## src/rtl/core/plt_pkg.sv

```systemverilog
// Shared command, status codes and cell control type for the positional list table.
`timescale 1ns / 1ps
`default_nettype none

package plt_pkg;

    localparam logic [1:0] CMD_INSERT  = 2'd0;
    localparam logic [1:0] CMD_REMOVE  = 2'd1;
    localparam logic [1:0] CMD_CONSULT = 2'd2;
    localparam logic [1:0] CMD_SEARCH  = 2'd3;

    localparam logic [1:0] ST_OK       = 2'd0;
    localparam logic [1:0] ST_REJECT   = 2'd1;
    localparam logic [1:0] ST_NOTFOUND = 2'd2;

    // Operation broadcast to every cell of the row on the accept cycle.
    typedef struct packed {
        logic ins;   // shift toward the tail from the target index, load at target
        logic rem;   // shift toward the head from the target index
        logic rd;    // capture the entry at the target index
        logic srch;  // compare the stored entry with the broadcast value
    } t_cell_op;

endpackage

`default_nettype wire

```

## src/rtl/core/plt_cell.sv

```systemverilog
// One storage cell of the list row: holds a single entry and trades it with its neighbors.
`timescale 1ns / 1ps
`default_nettype none

module plt_cell #(
    parameter int CAPACITY   = 16,
    parameter int VALUE_BITS = 16,
    parameter int IDX        = 0
) (
    input  wire                                i_clk,
    input  wire                                i_rst_n,
    input  wire plt_pkg::t_cell_op             i_op,
    input  wire [$clog2(CAPACITY)-1:0]         i_idx,
    input  wire [$clog2(CAPACITY+1)-1:0]       i_count,
    input  wire [VALUE_BITS-1:0]               i_value,
    input  wire [VALUE_BITS-1:0]               i_left,
    input  wire [VALUE_BITS-1:0]               i_right,
    output logic [VALUE_BITS-1:0]              o_entry,
    output logic [VALUE_BITS-1:0]              o_sel,
    output logic                               o_match
);

    localparam int IW = $clog2(CAPACITY);
    localparam int CW = $clog2(CAPACITY + 1);
    localparam logic [IW-1:0] MY_IDX = IW'(IDX);
    localparam logic [CW-1:0] MY_POS = CW'(IDX);

    logic [VALUE_BITS-1:0] r_entry;
    logic [VALUE_BITS-1:0] r_sel;
    logic                  r_match;

    always_ff @(posedge i_clk) begin
        if (i_op.ins) begin
            if (MY_IDX > i_idx) begin
                r_entry <= i_left;
            end else if (MY_IDX == i_idx) begin
                r_entry <= i_value;
            end
        end else if (i_op.rem && (MY_IDX >= i_idx)) begin
            r_entry <= i_right;
        end
    end

    // The read capture and the search flag see the contents from before the shift.
    always_ff @(posedge i_clk) begin
        if (!i_rst_n) begin
            r_sel   <= '0;
            r_match <= 1'b0;
        end else begin
            r_sel   <= (i_op.rd && (MY_IDX == i_idx)) ? r_entry : '0;
            r_match <= i_op.srch && (MY_POS < i_count) && (r_entry == i_value);
        end
    end

    assign o_entry = r_entry;
    assign o_sel   = r_sel;
    assign o_match = r_match;

endmodule

`default_nettype wire

```

## src/rtl/core/positional_list_table.sv

```systemverilog
// Top level of the positional list table: command decode, cell row and result reduction.
`timescale 1ns / 1ps
`default_nettype none

// Bounded ordered list of handles held in a row of cells, one entry per cell.
// A command beat is taken at a clock edge where start is high and busy is low.
// Commands: insert at a position (or append), remove or consult by position
// (or the last entry), and search for the first entry equal to a value.
// On the accept edge every cell shifts, loads or captures in parallel, so an
// insert or remove moves the whole tail of the list at that edge. In the next
// cycle the captured values and match flags of all cells are reduced and the
// result is registered.
// The result beat is registered at the edge that ends the busy cycle, and it
// shows on the o_ ports, with o_done high, for one cycle. busy is high for the
// one cycle between the accept edge and the result beat, so no command is taken
// while a result is being formed; a new one can be taken while the result shows.
// Every result reports the entry count after the command.
// Reset empties the list; the cells themselves are not cleared, since only
// entries below the count are ever read.
// The receiver cannot stall: each result beat is taken in its single cycle.
module positional_list_table #(
    parameter int CAPACITY   = 16,
    parameter int VALUE_BITS = 16
) (
    input  wire         i_clk,
    input  wire         i_rst_n,
    input  wire         start,
    output logic        busy,
    input  wire  [1:0]  i_command,
    input  wire  [15:0] i_item_value,
    input  wire  [4:0]  i_position,
    input  wire         i_at_end,
    output logic        o_done,
    output logic [1:0]  o_status,
    output logic [15:0] o_value_out,
    output logic [3:0]  o_found_index,
    output logic [4:0]  o_count
);

    localparam int IW   = $clog2(CAPACITY);
    localparam int CW   = $clog2(CAPACITY + 1);
    localparam int CMPW = (CW > 5) ? CW : 5;

    logic [CW-1:0]         r_count;
    logic [CW-1:0]         n_count;
    logic                  r_busy;
    logic                  r_done;
    logic [1:0]            r_cmd;
    logic                  r_rej;
    logic [1:0]            r_status;
    logic [15:0]           r_value_out;
    logic [3:0]            r_found_index;

    logic                  accept;
    logic [VALUE_BITS-1:0] value;
    logic [CMPW-1:0]       pos_x;
    logic [CMPW-1:0]       cnt_x;
    logic                  is_ins;
    logic                  is_rdcmd;
    logic                  ins_ok;
    logic                  rd_ok;
    logic [IW-1:0]         tgt_idx;
    plt_pkg::t_cell_op     op;

    logic [VALUE_BITS-1:0] entry [CAPACITY];
    logic [VALUE_BITS-1:0] sel   [CAPACITY];
    logic [CAPACITY-1:0]   match;
    logic [VALUE_BITS-1:0] sel_or;
    logic [IW-1:0]         first_idx;
    logic                  any_match;

    assign accept   = start && !r_busy;
    assign value    = VALUE_BITS'(i_item_value);
    assign pos_x    = CMPW'(i_position);
    assign cnt_x    = CMPW'(r_count);
    assign is_ins   = (i_command == plt_pkg::CMD_INSERT);
    assign is_rdcmd = (i_command == plt_pkg::CMD_REMOVE)
                   || (i_command == plt_pkg::CMD_CONSULT);
    assign ins_ok   = is_ins && (r_count < CW'(CAPACITY));
    assign rd_ok    = is_rdcmd && (r_count != '0) && (i_at_end || (pos_x < cnt_x));

    always_comb begin
        if (is_ins) begin
            // Append when asked, or when the position lies at or past the tail.
            tgt_idx = (i_at_end || (pos_x >= cnt_x)) ? IW'(r_count) : IW'(i_position);
        end else begin
            tgt_idx = i_at_end ? IW'(r_count - CW'(1)) : IW'(i_position);
        end
    end

    always_comb begin
        op.ins  = accept && ins_ok;
        op.rem  = accept && rd_ok && (i_command == plt_pkg::CMD_REMOVE);
        op.rd   = accept && rd_ok;
        op.srch = accept && (i_command == plt_pkg::CMD_SEARCH);
    end

    always_comb begin
        n_count = r_count;
        if (op.ins) begin
            n_count = r_count + CW'(1);
        end else if (op.rem) begin
            n_count = r_count - CW'(1);
        end
    end

    genvar g;
    generate
        for (g = 0; g < CAPACITY; g++) begin : g_cell
            logic [VALUE_BITS-1:0] left_v;
            logic [VALUE_BITS-1:0] right_v;
            if (g == 0) begin : g_head
                assign left_v = '0;
            end else begin : g_mid_l
                assign left_v = entry[g-1];
            end
            if (g == CAPACITY - 1) begin : g_tail
                assign right_v = '0;
            end else begin : g_mid_r
                assign right_v = entry[g+1];
            end
            plt_cell #(
                .CAPACITY   (CAPACITY),
                .VALUE_BITS (VALUE_BITS),
                .IDX        (g)
            ) u_cell (
                .i_clk   (i_clk),
                .i_rst_n (i_rst_n),
                .i_op    (op),
                .i_idx   (tgt_idx),
                .i_count (r_count),
                .i_value (value),
                .i_left  (left_v),
                .i_right (right_v),
                .o_entry (entry[g]),
                .o_sel   (sel[g]),
                .o_match (match[g])
            );
        end
    endgenerate

    // Only the target cell captures a nonzero value, so an OR picks it out.
    always_comb begin
        sel_or = '0;
        for (int i = 0; i < CAPACITY; i++) begin
            sel_or = sel_or | sel[i];
        end
    end

    always_comb begin
        first_idx = '0;
        for (int i = CAPACITY - 1; i >= 0; i--) begin
            if (match[i]) begin
                first_idx = IW'(i);
            end
        end
    end

    assign any_match = |match;

    always_ff @(posedge i_clk) begin
        if (!i_rst_n) begin
            r_count <= '0;
            r_busy  <= 1'b0;
            r_done  <= 1'b0;
        end else begin
            r_count <= n_count;
            r_busy  <= accept;
            r_done  <= r_busy;
        end
    end

    always_ff @(posedge i_clk) begin
        if (accept) begin
            r_cmd <= i_command;
            r_rej <= !(ins_ok || rd_ok);
        end
        if (r_busy) begin
            if (r_cmd == plt_pkg::CMD_SEARCH) begin
                r_status      <= any_match ? plt_pkg::ST_OK : plt_pkg::ST_NOTFOUND;
                r_found_index <= 4'(first_idx);
            end else begin
                r_status      <= r_rej ? plt_pkg::ST_REJECT : plt_pkg::ST_OK;
                r_found_index <= '0;
            end
            r_value_out <= 16'(sel_or);
        end
    end

    assign busy          = r_busy;
    assign o_done        = r_done;
    assign o_status      = r_status;
    assign o_value_out   = r_value_out;
    assign o_found_index = r_found_index;
    assign o_count       = 5'(r_count);

    a_accept_busy: assert property (@(posedge i_clk) disable iff (!i_rst_n)
        accept |=> busy)
        else $error("accepted command did not raise busy");

    a_busy_done: assert property (@(posedge i_clk) disable iff (!i_rst_n)
        busy |=> (o_done && !busy))
        else $error("result beat did not follow the busy cycle");

    a_count_cap: assert property (@(posedge i_clk) disable iff (!i_rst_n)
        r_count <= CW'(CAPACITY))
        else $error("entry count exceeds capacity");

    a_reject_zero: assert property (@(posedge i_clk) disable iff (!i_rst_n)
        (o_done && (o_status == plt_pkg::ST_REJECT)) |-> (o_value_out == '0))
        else $error("rejected command returned a value");

    a_notfound_idx: assert property (@(posedge i_clk) disable iff (!i_rst_n)
        (o_done && (o_status == plt_pkg::ST_NOTFOUND)) |-> (o_found_index == '0))
        else $error("failed search returned a nonzero index");

endmodule

`default_nettype wire
```

## config.mk

```make
export PLATFORM = sky130hd
export DESIGN_NAME = positional_list_table
export DESIGN_NICKNAME = d
export VERILOG_FILES = /design/src/rtl/core/plt_pkg.sv /design/src/rtl/core/plt_cell.sv /design/src/rtl/core/positional_list_table.sv
export SDC_FILE = /design/constraint.sdc
export NUM_CORES = 1
export LEC_CHECK = 0
export BUFFER_PORTS_ARGS = -buffer_cell sky130_fd_sc_hd__buf_2
export CORE_UTILIZATION = 27
export DETAILED_ROUTE_END_ITERATION = 8
export PLACE_DENSITY = 0.39
export SLEW_MARGIN = 10
export SYNTH_ARGS = -nofsm -noshare
export SYNTH_HDL_FRONTEND = slang
export SYNTH_SLANG_ARGS = --single-unit
```

## constraint.sdc

```tcl
create_clock -name i_clk -period 4.4 [get_ports i_clk]
set_input_delay 0.44 -clock i_clk [delete_from_list [all_inputs] [get_ports i_clk]]
set_output_delay 0.44 -clock i_clk [all_outputs]
set_load 0.03 [all_outputs]
```

-- Word-level counts from Yosys, hierarchy flattened
Cells that the tools add are included.
- word-level logic and storage cells: 401
- flip-flop bits (word level): 560
- input port bits: 27
- bitwise operators: 16
- muxes and demuxes: 87
- $add $sub $neg: 2
- magnitude comparators: 51
- reductions and logical operators: 135
- equality and inequality tests: 51
- operator list (cell ; number):
    2-to-1 mux 16 bit ; 64
    == test 16 bit ; 16
    OR 16 bit ; 15
    logical AND 1 bit ; 72
    AND reduction 2 bit ; 32
    inequality test 3 x 1 -> 1 bit (second input constant) ; 15
    2-to-1 mux 4 bit ; 11
    less-than comparator 4 x 5 -> 1 bit (first input constant) ; 8
    nonzero test 2 bit ; 17
    == test 4 bit (first input constant) ; 8
    >= comparator 4 bit (first input constant) ; 8
    greater-than comparator 4 bit (first input constant) ; 8
    less-than comparator 3 x 5 -> 1 bit (first input constant) ; 4
    == test 3 x 4 -> 1 bit (first input constant) ; 4
    >= comparator 3 x 4 -> 1 bit (first input constant) ; 4
    greater-than comparator 3 x 4 -> 1 bit (first input constant) ; 4
    OR reduction 16 bit ; 1
    2-to-1 mux 3 bit ; 4
    less-than comparator 1 x 5 -> 1 bit (first input constant) ; 2
    less-than comparator 2 x 5 -> 1 bit (first input constant) ; 2
    2-to-1 mux 5 bit ; 2
    OR reduction 9 bit ; 1
    == test 2 x 4 -> 1 bit (first input constant) ; 2
    >= comparator 1 x 4 -> 1 bit (first input constant) ; 2
    23 further kinds ; 36

-- Longest topological paths before layout
- depth in word-level cells: 15
- depth in mapped cells: 13

-- Cells and area by module
From an unflattened synthesis, not the netlist that was laid out.
- cells, all modules: 2373
- area, all modules: 26115.0 um^2
- modules (own cells, without submodules) (module ; cells an instance ; area an instance (um^2) ; instances ; sequential area each (um^2)):
    positional_list_table ; 262 ; 2341.0 ; 1 ; 890.9
    plt_cell at g_cell[5].u_cell ; 152 ; 1535.2 ; 1 ; 820.8
    plt_cell at g_cell[12].u_cell ; 132 ; 1515.2 ; 1 ; 820.8
    plt_cell at g_cell[6].u_cell ; 133 ; 1514.0 ; 1 ; 820.8
    plt_cell at g_cell[14].u_cell ; 133 ; 1503.9 ; 1 ; 820.8
    plt_cell at g_cell[4].u_cell ; 134 ; 1498.9 ; 1 ; 820.8
    plt_cell at g_cell[13].u_cell ; 132 ; 1497.7 ; 1 ; 820.8
    plt_cell at g_cell[2].u_cell ; 132 ; 1496.4 ; 1 ; 820.8
    plt_cell at g_cell[10].u_cell ; 133 ; 1495.2 ; 1 ; 820.8
    plt_cell at g_cell[8].u_cell ; 132 ; 1493.9 ; 1 ; 820.8
    plt_cell at g_cell[9].u_cell ; 150 ; 1487.7 ; 1 ; 820.8
    plt_cell at g_cell[11].u_cell ; 132 ; 1486.4 ; 1 ; 820.8
    plt_cell at g_cell[7].u_cell ; 131 ; 1482.7 ; 1 ; 820.8
    plt_cell at g_cell[1].u_cell ; 130 ; 1478.9 ; 1 ; 820.8
    +3 rows ; - ; - ; - ; -

-- Least setup slack after synthesis
No wires, ideal clock.
- path kind: reg-to-reg
- from: register r_count[2], in the netlist o_count[2]
- to: register g_cell[10].u_cell.r_entry[0] (enable)
- data required time: 3.986 ns
- setup slack: -0.358 ns
- clock period less this slack: 4.758 ns
- stages on the path, launching flop included: 12
- path buffers: 1
- arrival: 4.345 ns
- cell sequence: dfxtp_1 buf_4 inv_2 ha_1 nand4_1 o221ai_1 a221oi_2 and3_1 nor2_1 inv_1 and2_1 a21boi_0
- cells in the longest elaborated chain, start to end: 8
- elaborated cells between the ends (all ways): 23
- those cells by class: 1 x add/sub; 5 x order compare; 2 x eq/ne; 3 x mux; 12 x reduce/logical
- ends and longest elaborated chain (what ; line ; source):
    start: declaration ; positional_list_table.sv:44 ; logic [CW-1:0] r_count;
    start signal: assignment ; positional_list_table.sv:167 ; r_count <= n_count;
    >= comparator 5 bit, or another cell as far along ; positional_list_table.sv:85 ; tgt_idx = (i_at_end || (pos_x >= cnt_x)) ? IW'(r_count) : IW'(i_position);
    logical OR 1 bit, or another cell as far along ; positional_list_table.sv:85 ;
    2-to-1 mux 4 bit / logical AND 1 bit (equally long branches) ; positional_list_table.sv:85, positional_list_table.sv:80 ;
    2-to-1 mux 4 bit / logical AND 1 bit (equally long branches) ; positional_list_table.sv:83, positional_list_table.sv:93 ;
    >= comparator 4 bit / logical AND 1 bit (equally long branches) ; plt_cell.sv:39, positional_list_table.sv:93 ;
    logical AND 1 bit ; plt_cell.sv:39 ; end else if (i_op.rem && (MY_IDX >= i_idx)) begin
    nonzero test 2 bit (no source line) ; - ;
    AND reduction 2 bit (no source line) * ; - ;
    end signal: assignment ; plt_cell.sv:35 ; r_entry <= i_left;
    end signal: assignment ; plt_cell.sv:37 ; r_entry <= i_value;
    end signal: assignment ; plt_cell.sv:40 ; r_entry <= i_right;
    end: declaration ; plt_cell.sv:28 ; logic [VALUE_BITS-1:0] r_entry;
Mark *: on every way between the ends. The rest lies on a longest branch, timed or not.
A chain may end at the register's enable or synchronous reset.

-- Worst setup path in the final report
- from: register r_count[4], in the netlist o_count[4]
- to: register g_cell[10].u_cell.r_entry[11] (enable)
The elaborated chain is that of the path after synthesis.

==> impl_metrics.ini <==
[synth]
synth.distinct_cells = 79
synth.avg_cell_area_sq_um = 10.3
yosysWarnings = 0
synthArstFlopShare = 0
synth_fp_nets = 2577
dominantRegCellSynth = edfxtp_1
synthCells = 2538
netlist_area_sq_um = 26100
yosys_register_bits = 560
synth_edf_count = 281
synth_top_area_share = 0.323
synth_area_leaders = edfxtp_1, dfxtp_1, and2_1, xor2_1, a21oi_1
post-synth-top-area-cell = edfxtp_1
ys_seq_area_frac = 0.536

[power]
clockPowerShare = 0.445
vdd_ir_drop_max_v = 0.000209
power_density_nw_per_um2 = 416
swShare = 0.258
power.leakage_nw = 11.4
combPwrFrac = 0.102
seqPwrFrac = 0.452
p_total_mw = 12.5
switchingPower_mw = 3.22
p_int_mw = 9.25

[layout]
final.fill_count = 9805
multiInputGateArea_sq_um = 11200
final_cell_mix = edfxtp_1, dfxtp_1, nand2_1
seqCellArea_sq_um = 14000
layout.nets = 2599
drive_above_1_share = 0.122
n_antenna_cell = 0
stdcell_count = 3878
final_common_cell = edfxtp_1
area_growth_pct = 14.7

[setup_path]
required_ns = 4.74
cp-end-kind = flop
worstPathMaxFanout = 17
rr_endpoint = g_cell[10].u_cell.o_entry[11]
cp.arrival_ns = 4.12
r2r_start = o_count[4]
rrSetupSlack_ns = 0.63
crit_path_start_kind = flop
reg2reg_depth = 12
worst-setup-path-type = flop to flop

[timing]
maxSlewViolCount = 0
setup_ws_ns = 0.626
min_period_over_period = 0.858
timing.final.hold_violations = 0
tightest_slew_ns = 1.17
setup_viol = 0
rsz0062_at_grt = no
fmax_mhz = 265
max_slew_margin = 0.212
clock_skew_ns = 0.0119
min_period_ns = 3.77

[detailed_routing]
initialDrtViolationCount = 1777
wl_per_cell_microns = 25.9
vias_per_cell = 4.91
routed_wl_microns = 100000
num_vias = 19100
drt-pass1-iter-count = 7
ant_nets = 0
post-route-drc-count = 0

[clocking]
clockBufferDepth = 3
cts_tree = yes
cts_made_buffers = 67
postCtsSetupBuffers = 0
clk_latency_ns = 0.61
post_cts_resized = 0
root_buffer = clkbuf_16
ctsHoldBuffers = 0
clkTransAtPathRegs_ns = 0.06
cts-htree-levels = 3
numClockSinks = 560

[min_path]
min_to = r_cmd[1]
hold_start = i_command[1]
hold_class = primary input to flop
hold_depth = 1

[outcome]
outcome = complete, no violations

[grt]
grt_usage = 0.202
antenna_found_initial = 9
grt_pass1_vias = 19000
grt-ovfl-total = 0
grt_max_degree = 169
grt_pass1_wl_microns = 143000

[floorplan]
core_area_sq_um = 95400
die_x_microns = 313
rows = 113
dieArea_sq_um = 98100
die_h_microns = 313
ios = 56
start_util = 0.274

[placement]
place_congestion = 0.846
place_ws_ns = 0.596
portBuffers = 55
hpwl_microns = 72800
dp_cells = 3756

[job]
cap_violations = 0
==> synthesized netlist by cell type, drive strengths merged, types with 12 or more instances <==
library cell / number
o211ai: 20
o21ai: 91
nor4: 116
xnor2: 91
edfxtp: 281
and2: 265
a21oi: 234
nand2: 274
buf: 101
a31oi: 36
dfxtp: 279
nand3: 35
xor2: 169
ha: 12
mux2i: 97
o221a: 16
nand4: 44
clkbuf: 84
nor3: 19
inv: 16
nor2: 200
==> power by group through the flow <==
stage	combinational [mW]	sequential, mW	clock (mW)
finish	1.28	5.64	5.55
global route	1.37	5.64	5.87
CTS	1.28	5.64	5.68
detailed placement	1.28	5.75	0
global placement	1.27	5.75	0
floorplan	0.864	5.73	0
==> per-stage QoR <==
stage	hold slack, ns	setup TNS, ns	area [sq um]	utilization
after global placement	0.516	0	27800	0.292
after floorplan	0.477	-4.04	26100	-
after global routing	0.0343	0	30000	0.314
final	0.0523	0	30000	0.314
after CTS	0.00986	0	30000	0.314
after detailed placement	0.508	0	27800	0.292
==> worst max-delay path by stage <==
stage                       start                             to  slack [ns]  cells after the start
finish                 o_count[4]  g_cell[10].u_cell.o_entry[11]        0.63                     12
global route           o_count[4]   g_cell[10].u_cell.o_entry[4]        0.40                     12
CTS                    o_count[4]  g_cell[10].u_cell.o_entry[11]        0.65                     12
detailed placement  i_position[4]   g_cell[10].u_cell.o_entry[6]        0.60                     12
global placement    i_position[4]  g_cell[10].u_cell.o_entry[12]        0.65                     12
floorplan              o_count[2]    g_cell[1].u_cell.o_entry[0]       -0.13                     10
==> critical path, stage by stage, from the launching register on <==
cell and delay (ns):
dfxtp_1 0.32, inv_1 0.11, ha_1 0.41, nand4_1 0.24
o221ai_1 0.34, a221oi_2 0.16, and3_1 0.24, nor2_2 0.69
inv_1 0.19, and2_1 0.21, buf_4 0.21, a21boi_1 0.16
buf_4 0.22
==> sequential cells by signal, summed over array words and instances, names as in the netlist <==
register,count
o_count,5
o_found_index,4
r_rej,1
g_cell.u_cell.o_entry,256
g_cell.u_cell.o_sel,256
g_cell.u_cell.o_match,16
o_done,1
busy,1
o_status,2
o_value_out,16
r_cmd,2
==> metal layers <==
layer,global-route usage,wire length (microns)
met5,0,13
met4,0.0581,2640
met3,0.0255,4660
met2,0.319,45900
met1,0.289,47000
==> kinds of logic after synthesis <==
| group | synth area share |
|---|---|
| XOR/XNOR | 0.0871 |
| flip-flops | 0.536 |
| adder cells (fa/ha/maj) | 0.00574 |
| multiplexers | 0.0373 |
| buffers and inverters | 0.0364 |
| AND/OR/NAND/NOR | 0.194 |
| AO/OA/AOI/OAI | 0.103 |
==> final cells by class <==
| class | count | area share |
|---|---|---|
| flip-flops and latches | 560 | 0.468 |
| multi-input cells | 1777 | 0.374 |
| clock buffers | 102 | 0.0664 |
| well taps | 1265 | 0.0528 |
| repair buffers | 138 | 0.0312 |
| clock inverters | 20 | 0.00584 |
| inverters | 16 | 0.00200 |
No activity file was read; power rests on OpenSTA's default activity.
